$ cat src/srec_pkg.sv
`timescale 1ns / 1ps

package srec_pkg;

	localparam int ADDR_W  = 32;
	localparam int BYTE_W  = 8;
	localparam int LEN_W   = 8;
	localparam int BPR_W   = 5;
	localparam int KIDX_W  = 9;

	localparam logic [7:0] CH_S     = 8'h53;
	localparam logic [7:0] CH_ONE   = 8'h31;
	localparam logic [7:0] CH_TWO   = 8'h32;
	localparam logic [7:0] CH_THREE = 8'h33;
	localparam logic [7:0] CH_NINE  = 8'h39;
	localparam logic [7:0] CH_NL    = 8'h0A;
	localparam logic [7:0] CH_ZERO  = 8'h30;
	localparam logic [7:0] CH_A     = 8'h41;

	localparam logic [ADDR_W-1:0] LIM_S1 = 32'h0000_FFFF;
	localparam logic [ADDR_W-1:0] LIM_S2 = 32'h00FF_FFFF;

	localparam logic REG_START_ADDRESS    = 1'b0;
	localparam logic REG_BYTES_PER_RECORD = 1'b1;

	typedef struct packed {
		logic [7:0] data_byte;
		logic       end_of_stream;
	} in_item_t;

	typedef struct packed {
		logic [7:0] out_char;
		logic       last_of_run;
		logic       end_of_file;
	} out_item_t;

	typedef struct packed {
		logic              start;
		logic [ADDR_W-1:0] addr;
		logic [LEN_W-1:0]  dlen;
		logic              s9;
	} rec_cmd_t;

	function automatic logic [7:0] hex_char(input logic [3:0] nib);
		logic [7:0] c;
		if (nib < 4'd10) begin
			c = CH_ZERO + {4'd0, nib};
		end else begin
			c = CH_A + {4'd0, nib} - 8'd10;
		end
		return c;
	endfunction

endpackage

$ cat src/srec_ram.sv
`timescale 1ns / 1ps

module srec_ram #(
	parameter int WIDTH  = 8,
	parameter int DEPTH  = 16,
	parameter int ADDR_W = (DEPTH > 1) ? $clog2(DEPTH) : 1
) (
	input  logic              clk,
	input  logic              we,
	input  logic [ADDR_W-1:0] waddr,
	input  logic [WIDTH-1:0]  wdata,
	input  logic [ADDR_W-1:0] raddr,
	output logic [WIDTH-1:0]  rdata
);

	logic [WIDTH-1:0] mem [DEPTH];

	always_ff @(posedge clk) begin
		if (we) begin
			mem[waddr] <= wdata;
		end
		rdata <= mem[raddr];
	end

endmodule

$ cat src/srec_emitter.sv
`timescale 1ns / 1ps

module srec_emitter #(
	parameter int RD_AW = 4
) (
	input  logic                clk,
	input  logic                arst_n,
	input  srec_pkg::rec_cmd_t  cmd,
	input  logic [15:0]         s9_addr,
	output logic                busy,
	output logic [RD_AW-1:0]    rd_idx,
	input  logic [7:0]          rd_data,
	output logic                result_valid,
	input  logic                result_ready,
	output srec_pkg::out_item_t result
);

	typedef enum logic [5:0] {
		ST_IDLE = 6'b000001,
		ST_S    = 6'b000010,
		ST_TYPE = 6'b000100,
		ST_HI   = 6'b001000,
		ST_LO   = 6'b010000,
		ST_NL   = 6'b100000
	} emit_state_t;

	emit_state_t state_q;

	logic                          out_valid_q;
	srec_pkg::out_item_t           out_q;
	logic [7:0]                    type_q;
	logic [2:0]                    alen_q;
	logic [srec_pkg::LEN_W-1:0]    dlen_q;
	logic [srec_pkg::ADDR_W-1:0]   addr_q;
	logic [srec_pkg::KIDX_W-1:0]   k_q;
	logic [7:0]                    cur_q;
	logic [7:0]                    sum_q;
	logic [RD_AW-1:0]              rd_idx_q;
	logic                          s9_pend_q;
	logic                          is_s9_q;

	logic                          emit_en;
	logic                          load;
	logic [srec_pkg::KIDX_W-1:0]   last_k;
	logic [srec_pkg::KIDX_W-1:0]   ld_k;
	logic [srec_pkg::KIDX_W-1:0]   alen9;
	logic [srec_pkg::KIDX_W-1:0]   dend9;
	logic [srec_pkg::KIDX_W-1:0]   adiff;
	logic                          is_ck;
	logic                          is_data;
	logic [7:0]                    addr_byte;
	logic [7:0]                    nb;
	logic [7:0]                    ch;
	logic [7:0]                    start_type;
	logic [2:0]                    start_alen;

	assign emit_en      = !out_valid_q || result_ready;
	assign busy         = (state_q != ST_IDLE);
	assign rd_idx       = rd_idx_q;
	assign result_valid = out_valid_q;
	assign result       = out_q;

	always_comb begin
		alen9  = srec_pkg::KIDX_W'(alen_q);
		dend9  = alen9 + srec_pkg::KIDX_W'(dlen_q);
		last_k = dend9 + 9'd1;
		ld_k   = (state_q == ST_TYPE) ? '0 : k_q + 9'd1;
		is_ck  = ld_k > dend9;
		is_data = (ld_k > alen9) && !is_ck;
		adiff  = alen9 - ld_k;
		unique case (adiff[1:0])
			2'd0: addr_byte = addr_q[7:0];
			2'd1: addr_byte = addr_q[15:8];
			2'd2: addr_byte = addr_q[23:16];
			default: addr_byte = addr_q[31:24];
		endcase
		priority if (ld_k == '0) begin
			nb = last_k[7:0];
		end else if (ld_k <= alen9) begin
			nb = addr_byte;
		end else if (is_data) begin
			nb = rd_data;
		end else begin
			nb = ~sum_q;
		end
	end

	always_comb begin
		if (cmd.addr <= srec_pkg::LIM_S1) begin
			start_type = srec_pkg::CH_ONE;
			start_alen = 3'd2;
		end else if (cmd.addr <= srec_pkg::LIM_S2) begin
			start_type = srec_pkg::CH_TWO;
			start_alen = 3'd3;
		end else begin
			start_type = srec_pkg::CH_THREE;
			start_alen = 3'd4;
		end
	end

	always_comb begin
		unique case (state_q)
			ST_S:    ch = srec_pkg::CH_S;
			ST_TYPE: ch = type_q;
			ST_HI:   ch = srec_pkg::hex_char(cur_q[7:4]);
			ST_LO:   ch = srec_pkg::hex_char(cur_q[3:0]);
			ST_NL:   ch = srec_pkg::CH_NL;
			default: ch = srec_pkg::CH_NL;
		endcase
	end

	assign load = emit_en && ((state_q == ST_TYPE) || ((state_q == ST_LO) && (k_q != last_k)));

	always_ff @(posedge clk or negedge arst_n) begin
		if (!arst_n) begin
			state_q     <= ST_IDLE;
			out_valid_q <= 1'b0;
		end else begin
			if (emit_en && state_q != ST_IDLE) begin
				out_valid_q <= 1'b1;
			end else if (result_ready) begin
				out_valid_q <= 1'b0;
			end
			unique case (state_q)
				ST_IDLE: if (cmd.start) begin
					state_q <= ST_S;
				end
				ST_S: if (emit_en) begin
					state_q <= ST_TYPE;
				end
				ST_TYPE: if (emit_en) begin
					state_q <= ST_HI;
				end
				ST_HI: if (emit_en) begin
					state_q <= ST_LO;
				end
				ST_LO: if (emit_en) begin
					state_q <= (k_q == last_k) ? ST_NL : ST_HI;
				end
				ST_NL: if (emit_en) begin
					state_q <= s9_pend_q ? ST_S : ST_IDLE;
				end
				default: state_q <= ST_IDLE;
			endcase
		end
	end

	always_ff @(posedge clk) begin
		if (state_q == ST_IDLE && cmd.start) begin
			addr_q    <= cmd.addr;
			dlen_q    <= cmd.dlen;
			s9_pend_q <= cmd.s9;
			is_s9_q   <= 1'b0;
			type_q    <= start_type;
			alen_q    <= start_alen;
			sum_q     <= '0;
			rd_idx_q  <= '0;
		end else if (emit_en) begin
			if (load) begin
				cur_q <= nb;
				k_q   <= ld_k;
				if (!is_ck) begin
					sum_q <= sum_q + nb;
				end
				if (is_data) begin
					rd_idx_q <= rd_idx_q + RD_AW'(1);
				end
			end
			if (state_q == ST_NL && s9_pend_q) begin
				addr_q    <= {16'd0, s9_addr};
				dlen_q    <= '0;
				s9_pend_q <= 1'b0;
				is_s9_q   <= 1'b1;
				type_q    <= srec_pkg::CH_NINE;
				alen_q    <= 3'd2;
				sum_q     <= '0;
				rd_idx_q  <= '0;
			end
		end
		if (emit_en && state_q != ST_IDLE) begin
			out_q.out_char    <= ch;
			out_q.last_of_run <= (state_q == ST_NL) && !s9_pend_q;
			out_q.end_of_file <= (state_q == ST_NL) && is_s9_q;
		end
	end

	a_start_only_idle: assert property (@(posedge clk) disable iff (!arst_n)
		cmd.start |-> state_q == ST_IDLE)
		else $error("record start while a record is still being emitted");

	a_k_in_range: assert property (@(posedge clk) disable iff (!arst_n)
		(state_q == ST_HI || state_q == ST_LO) |-> k_q <= last_k)
		else $error("byte index ran past the checksum");

	a_rd_in_range: assert property (@(posedge clk) disable iff (!arst_n)
		(state_q == ST_HI || state_q == ST_LO) |-> srec_pkg::LEN_W'(rd_idx_q) <= dlen_q
			|| rd_idx_q == '0)
		else $error("buffer read index beyond record length");

	a_eof_is_last: assert property (@(posedge clk) disable iff (!arst_n)
		(out_valid_q && out_q.end_of_file) |-> (out_q.last_of_run
			&& out_q.out_char == srec_pkg::CH_NL))
		else $error("end of file flagged on a character that does not close the run");

endmodule

$ cat src/s_record_stream_encoder_top.sv
`timescale 1ns / 1ps

// S-record encoder: bytes are buffered in a small RAM and, when a record fills
// (bytes_per_record) or a byte marked end_of_stream arrives, one S1/S2/S3 line
// is sent out one ASCII character per transaction, followed after the final
// byte by an S9 line carrying the low 16 bits of start_address. A byte that
// completes no record leaves the input ready for the next byte. A byte that
// completes a record holds the input while the emitter sequencer sends the
// line, and the S9 line after the final byte, one character per cycle unless
// result_ready stalls it. Characters stall on result_ready without loss.

module s_record_stream_encoder_top #(
	parameter int MAX_RECORD_BYTES = 16
) (
	input  logic                clk,
	input  logic                arst_n,
	input  logic                item_valid,
	output logic                item_ready,
	input  srec_pkg::in_item_t  item,
	output logic                result_valid,
	input  logic                result_ready,
	output srec_pkg::out_item_t result,
	input  logic                psel,
	input  logic                penable,
	input  logic                pwrite,
	input  logic [2:0]          paddr,
	input  logic [31:0]         pwdata,
	output logic [31:0]         prdata,
	output logic                pready
);

	localparam int AW = (MAX_RECORD_BYTES > 1) ? $clog2(MAX_RECORD_BYTES) : 1;
	localparam int FW = $clog2(MAX_RECORD_BYTES + 1);

	logic [srec_pkg::ADDR_W-1:0] start_q;
	logic [srec_pkg::BPR_W-1:0]  bpr_q;
	logic [srec_pkg::ADDR_W-1:0] stream_addr_q;
	logic [FW-1:0]               fill_q;
	logic                        in_stream_q;

	logic                        busy;
	logic                        accept;
	logic                        cfg_wr;
	logic [srec_pkg::ADDR_W-1:0] base_addr;
	logic [FW-1:0]               fill_b;
	logic [FW-1:0]               fill_n;
	logic [srec_pkg::LEN_W-1:0]  lim;
	logic                        emit;
	srec_pkg::rec_cmd_t          cmd;
	logic [AW-1:0]               rd_idx;
	logic [7:0]                  rd_data;

	assign pready     = 1'b1;
	assign cfg_wr     = psel && penable && pwrite && pready;
	assign item_ready = !busy;
	assign accept     = item_valid && item_ready;

	always_comb begin
		unique case (paddr[2])
			srec_pkg::REG_START_ADDRESS:    prdata = start_q;
			srec_pkg::REG_BYTES_PER_RECORD: prdata = {27'd0, bpr_q};
			default:                        prdata = start_q;
		endcase
	end

	always_comb begin
		base_addr = in_stream_q ? stream_addr_q : start_q;
		fill_b    = in_stream_q ? fill_q : '0;
		fill_n    = fill_b + FW'(1);
		priority if (bpr_q == '0) begin
			lim = 8'd1;
		end else if (srec_pkg::LEN_W'(bpr_q) > srec_pkg::LEN_W'(MAX_RECORD_BYTES)) begin
			lim = srec_pkg::LEN_W'(MAX_RECORD_BYTES);
		end else begin
			lim = srec_pkg::LEN_W'(bpr_q);
		end
		emit = (srec_pkg::LEN_W'(fill_n) >= lim) || item.end_of_stream;
	end

	always_comb begin
		cmd.start = accept && emit;
		cmd.addr  = base_addr;
		cmd.dlen  = srec_pkg::LEN_W'(fill_n);
		cmd.s9    = item.end_of_stream;
	end

	always_ff @(posedge clk or negedge arst_n) begin
		if (!arst_n) begin
			start_q       <= '0;
			bpr_q         <= 5'd16;
			stream_addr_q <= '0;
			fill_q        <= '0;
			in_stream_q   <= 1'b0;
		end else begin
			if (cfg_wr) begin
				unique case (paddr[2])
					srec_pkg::REG_START_ADDRESS:    start_q <= pwdata;
					srec_pkg::REG_BYTES_PER_RECORD: bpr_q   <= pwdata[4:0];
					default:                        start_q <= pwdata;
				endcase
			end
			if (accept) begin
				in_stream_q <= !item.end_of_stream;
				if (emit) begin
					fill_q        <= '0;
					stream_addr_q <= base_addr + srec_pkg::ADDR_W'(fill_n);
				end else begin
					fill_q        <= fill_n;
					stream_addr_q <= base_addr;
				end
			end
		end
	end

	srec_ram #(
		.WIDTH (srec_pkg::BYTE_W),
		.DEPTH (MAX_RECORD_BYTES),
		.ADDR_W(AW)
	) u_buf (
		.clk  (clk),
		.we   (accept),
		.waddr(fill_b[AW-1:0]),
		.wdata(item.data_byte),
		.raddr(rd_idx),
		.rdata(rd_data)
	);

	srec_emitter #(
		.RD_AW(AW)
	) u_emit (
		.clk         (clk),
		.arst_n      (arst_n),
		.cmd         (cmd),
		.s9_addr     (start_q[15:0]),
		.busy        (busy),
		.rd_idx      (rd_idx),
		.rd_data     (rd_data),
		.result_valid(result_valid),
		.result_ready(result_ready),
		.result      (result)
	);

	a_fill_below_max: assert property (@(posedge clk) disable iff (!arst_n)
		srec_pkg::LEN_W'(fill_q) < srec_pkg::LEN_W'(MAX_RECORD_BYTES))
		else $error("fill count reached buffer depth");

	a_eos_starts_record: assert property (@(posedge clk) disable iff (!arst_n)
		(accept && item.end_of_stream) |=> (busy && !in_stream_q))
		else $error("final byte did not start a record");

	a_no_accept_busy: assert property (@(posedge clk) disable iff (!arst_n)
		$rose(busy) |-> $past(accept))
		else $error("emitter started without an accepted byte");

endmodule
$ cat config.mk
export PLATFORM = sky130hd
export DESIGN_NAME = s_record_stream_encoder_top
export DESIGN_NICKNAME = d
export VERILOG_FILES = /design/src/srec_pkg.sv /design/src/srec_ram.sv /design/src/srec_emitter.sv /design/src/s_record_stream_encoder_top.sv
export SDC_FILE = /design/constraint.sdc
export NUM_CORES = 1
export LEC_CHECK = 0
export BUFFER_PORTS_ARGS = -buffer_cell sky130_fd_sc_hd__buf_4
export CAP_MARGIN = 20
export CORE_ASPECT_RATIO = 0.9
export CORE_MARGIN = 2
export CORE_UTILIZATION = 50
export CTS_CLUSTER_DIAMETER = 120
export DETAILED_ROUTE_END_ITERATION = 10
export PLACE_DENSITY = 0.73
export SLEW_MARGIN = 40
export SYNTH_ARGS = -nofsm -noshare
export SYNTH_HDL_FRONTEND = slang
export SYNTH_SLANG_ARGS = --single-unit
$ cat constraint.sdc
create_clock -name clk -period 5 [get_ports clk]
set_input_delay 0.25 -clock clk [delete_from_list [all_inputs] [get_ports clk]]
set_output_delay 0.25 -clock clk [all_outputs]
set_load 0.01 [all_outputs]
==> summary.txt <==
Run status
  – Status: finished, final reports clean

Global route
  – Gr usage total: approximately 22%
  – Met2 Use GR: 35.8%
  – Wire length of the first global-routing pass: 55,300 um
  – Top Usage Layer GRT: met2
  – Initial antenna violation count: 0
  – Largest net degree at the start of global routing: 55
  – Grt met3 use: under 10%
  – Met1 GRT Util: between 30% and 40%
  – Congestion Overflow GR: 0
  – Via count of the first global-routing pass: between 10,000 and 15,000

Placed design
  – Gp weighted congestion: just under 0.9
  – HPWL after DPL: 23,100 um
  – Port bufs: ~90

Worst setup path
  – CP arrival: around 5 ns
  – Crit path top cell by count: ha_1
  – Max FO, Critical Path: 11
  – Critical path's slowest cell: fa_1
  – Critical Path RT: approximately 5.4 ns
  – Largest stage delay on the critical path: 0.40 ns
  – CP bufs+invs: 2
  – CP delay by family, top: compound AO/OA/AOI/OAI gates
  – WS Path Type: reg -> reg
  – Setup crit start kind: flop
  – Setup crit end kind: flop

Clock tree
  – Clock buffer depth: 3
  – CTS tree: yes
  – H-Tree Depth: 2
  – Clock Pin Slew Worst Setup and Hold Paths: around 0.060 ns
  – CTS Buf Count: 34
  – CTS root buf: clkbuf_16
  – Worst-Skew Late Latency: ~0.52 ns
  – Post-CTS setup buffer count: 0
  – TritonCTS Sinks: about 300

Yosys
  – Yosys warning count: 0
  – Largest area contributor in the netlist: edfxtp_1
  – Asr flop ratio synth: a little over a quarter
  – Post-synthesis sequential area ratio: between 50% and 60%
  – Net count after synthesis: roughly 1,300
  – Top cells by area, synth: edfxtp_1 (39%), dfrtp_1 (13%), mux4_2 (7.1%)
  – Yosys cell types: 82
  – Count of flip-flops with a built-in enable after synthesis: 198
  – Cell Area, Synth: roughly 0.015 mm2
  – Yosys reg bits: ~300
  – Synth Instances: between 1,000 and 1,500
  – Top-area cell type share of the netlist area: 39.2%
  – Primary FF master, synth: edfxtp_1
  – Mean Syn Cell Area: 12.6 um2

Floorplanning
  – I/O pins: 96
  – Die H: 169 um
  – Die ar.: approximately 0.032 mm2
  – Chip width: between 150 and 200 um
  – Core area: approximately 0.03 mm2
  – FP Rows: 60
  – Initial Util: 50.8%

Detailed routing
  – Routed len/inst: slightly below 20 um
  – Final antenna-violating net count: 0
  – Vias per cell: a little under 6
  – Via total after detailed routing: between 10,000 and 15,000
  – Post-Route WL: between 30,000 and 40,000 um
  – DR iter-0 viols: approximately 880
  – DRC violation count after routing: 0
  – Pre-antenna DRT Iters: 5

Timing
  – Tcrit/Tclk final: a little over nine tenths
  – RSZ-0062 raised after global routing: no
  – Period minus WS final: about 4.8 ns
  – TNS Setup: 0 ns
  – # setup viols final: 0
  – Clock Skew: around 0.013 ns
  – Hold Fails Final Rpt: 0
  – Worst Tran Pin Value: approximately 0.76 ns
  – Max-slew headroom: between 40% and 50%
  – Fmax: ~210 MHz
  – Final Slew Violations: 0

Pwr
  – Sequential power share: 41.0%
  – Share of power burned in combinational logic: ~30%
  – Clk network pwr share: approximately 29%
  – Final Power: between 8 and 9 mW
  – Power density cells: ~470 mW/mm2
  – IR Drop Worst-Case VDD: 0.258 mV
  – Switching power: between 2 and 3 mW
  – Switching share of power: between 30% and 40%
  – LEAKAGE: about 6.9 nW
  – Internal power: 5.66 mW

Worst hold path
  – Tightest Hold Check Type: in -> reg

Layout
  – Layout cells sized above 1: a little under a quarter
  – Number of diodes: 0
  – Layout Nets: 1,428
  – Synth-to-Final Area Change: 17.2%
  – Layout Utilization: 59.5%

Run
  – Max-cap violation count: 0
## logic make-up (layout without fill, tap and decap cells)
kind of cell / Yosys count / in the layout / share of synthesized area [%]
adders and majority gates: 43 / 43 / 3.68
muxes: 146 / 146 / 14.1
AOI/OAI and AO/OA: 189 / 189 / 7.98
DFF: 301 / 301 / 55.5
xor gates and xnor gates: 59 / 59 / 3.50
other: 2 / 2 / 0.0495
and+or+nand+nor: 376 / 376 / 12.7
buffers and inverters: 91 / 245 / 2.50
## synthesized netlist by cell type, types with 18 or more instances
library cell and instances:
mux4_2 48, dfxtp_1 21, a21oi_1 58, mux2_2 62, edfxtp_1 198, nor2b_1 37
nand2_1 104, inv_1 32, o22ai_1 18, ha_1 39, dfrtp_1 80, xor2_1 21
xnor2_1 37, nand3_1 40, nor2_1 86, o21ai_0 51, mux2i_1 36, clkbuf_1 34
## timing repair
item                                    4_1_cts  5_1_grt
hold buffers                                 33        0
resized for setup                             1        7
cloned                                        0        1
endpoints found under the hold margin        64        0
endpoints found under the setup margin        1        2
## through the flow
stage               instances  hold slack (ns)  setup WS [ns]  area [um2]
floorplan                1207          -0.0456         0.0265       15200
global placement         1668            0.244          0.200       16300
detailed placement       1668            0.247         0.0318       16300
CTS                      1763           0.0424         0.0224       17800
global route             1764           0.0728         0.0175       17800
finish                   1764           0.0542          0.248       17800
## layer usage
| layer | vias to the layer above | wire length (um) |
|---|---|---|
| met1 | 5054 | 15500 |
| li1 | 4748 | - |
| met3 | 43 | 2520 |
| met4 | 0 | 574 |
| met2 | 366 | 16200 |
| met5 | - | 0 |
## layout make-up
class / instances / area, um2
clock inverter: 25 / 229
tap: 403 / 504
inverter: 32 / 124
multi-input combinational: 815 / 6400
fill: 2364 / 12100
sequential: 301 / 8430
timing repair buffer: 151 / 1220
clock buffer: 37 / 883
## state kept, by name, indices dropped and copies added, names as in the netlist, 4 cells and up
register,flops
u_buf.rdata,8
u_emit.state_q,6
u_emit.sum_q,8
stream_addr_q,32
bpr_q,5
u_emit.cur_q,8
start_q,32
u_emit.addr_q,32
u_emit.rd_idx,4
fill_q,5
u_emit.result,9
u_buf.mem,128
u_emit.k_q,9
u_emit.dlen_q,5
## worst min-delay path, delay by kind of cell
kind	cells	cell delay, ns
buffers and inverters	1	0.08
and+or+nand+nor	3	0.19
## worst paths after layout
check | slack [ns] | cells past startpoint | to | startpoint
setup / recovery | 0.25 | 26 | u_emit.sum_q[7]$_SDFFE_PP0P_ | u_emit.alen_q[0]$_SDFFCE_PP0P_
hold / removal | 0.05 | 4 | u_emit.state_q[1]$_DFFE_PN0P_ | result_ready
setup reg to reg | 0.25 | 26 | u_emit.sum_q[7]$_SDFFE_PP0P_ | u_emit.alen_q[0]$_SDFFCE_PP0P_
hold reg to reg | 0.45 | 2 | u_emit.is_s9_q$_SDFFE_PP0P_ | u_emit.is_s9_q$_SDFFE_PP0P_
max in group asynchronous | 3.69 | 3 | stream_addr_q[3]$_DFFE_PN0P_ | arst_n
min in group asynchronous | 0.24 | 2 | u_emit.state_q[3]$_DFFE_PN0P_ | arst_n
## cell usage in the layout (no fill, tap or decap), types with 4 or more instances in the layout
cell / instances
ha_1: 39
nand4b_1: 4
nor2b_1: 37
clkinvlp_4: 5
inv_1: 31
a21oi_1: 57
buf_4: 116
dfxtp_1: 20
xnor2_1: 37
and2_1: 16
a211oi_1: 5
nor3_1: 14
nand2_1: 104
nand4_1: 7
o22ai_1: 18
xor2_1: 21
and3_1: 13
or3_1: 5
nor3b_1: 7
clkinv_2: 8
nand3_1: 40
mux2_2: 62
o21ai_1: 5
a32oi_1: 5
o31ai_1: 5
nor4_1: 7
dlygate4sd3_1: 33
clkinv_1: 6
o21ai_0: 49
a21o_1: 11
clkbuf_16: 35
dfrtp_1: 79
nand3b_1: 6
mux4_2: 48
edfxtp_1: 198
nand2b_1: 11
mux2i_1: 36
nor2_1: 86
## power groups by stage
stage	clock [mW]	sequential (mW)	combinational (mW)
2_1_floorplan	0	3.39	1.78
3_3_place_gp	0	3.48	2.39
3_5_place_dp	0	3.50	2.44
4_1_cts	2.51	3.46	2.49
5_1_grt	2.60	3.51	2.75
6_report	2.47	3.46	2.51
(Power assumes the default switching activity.)
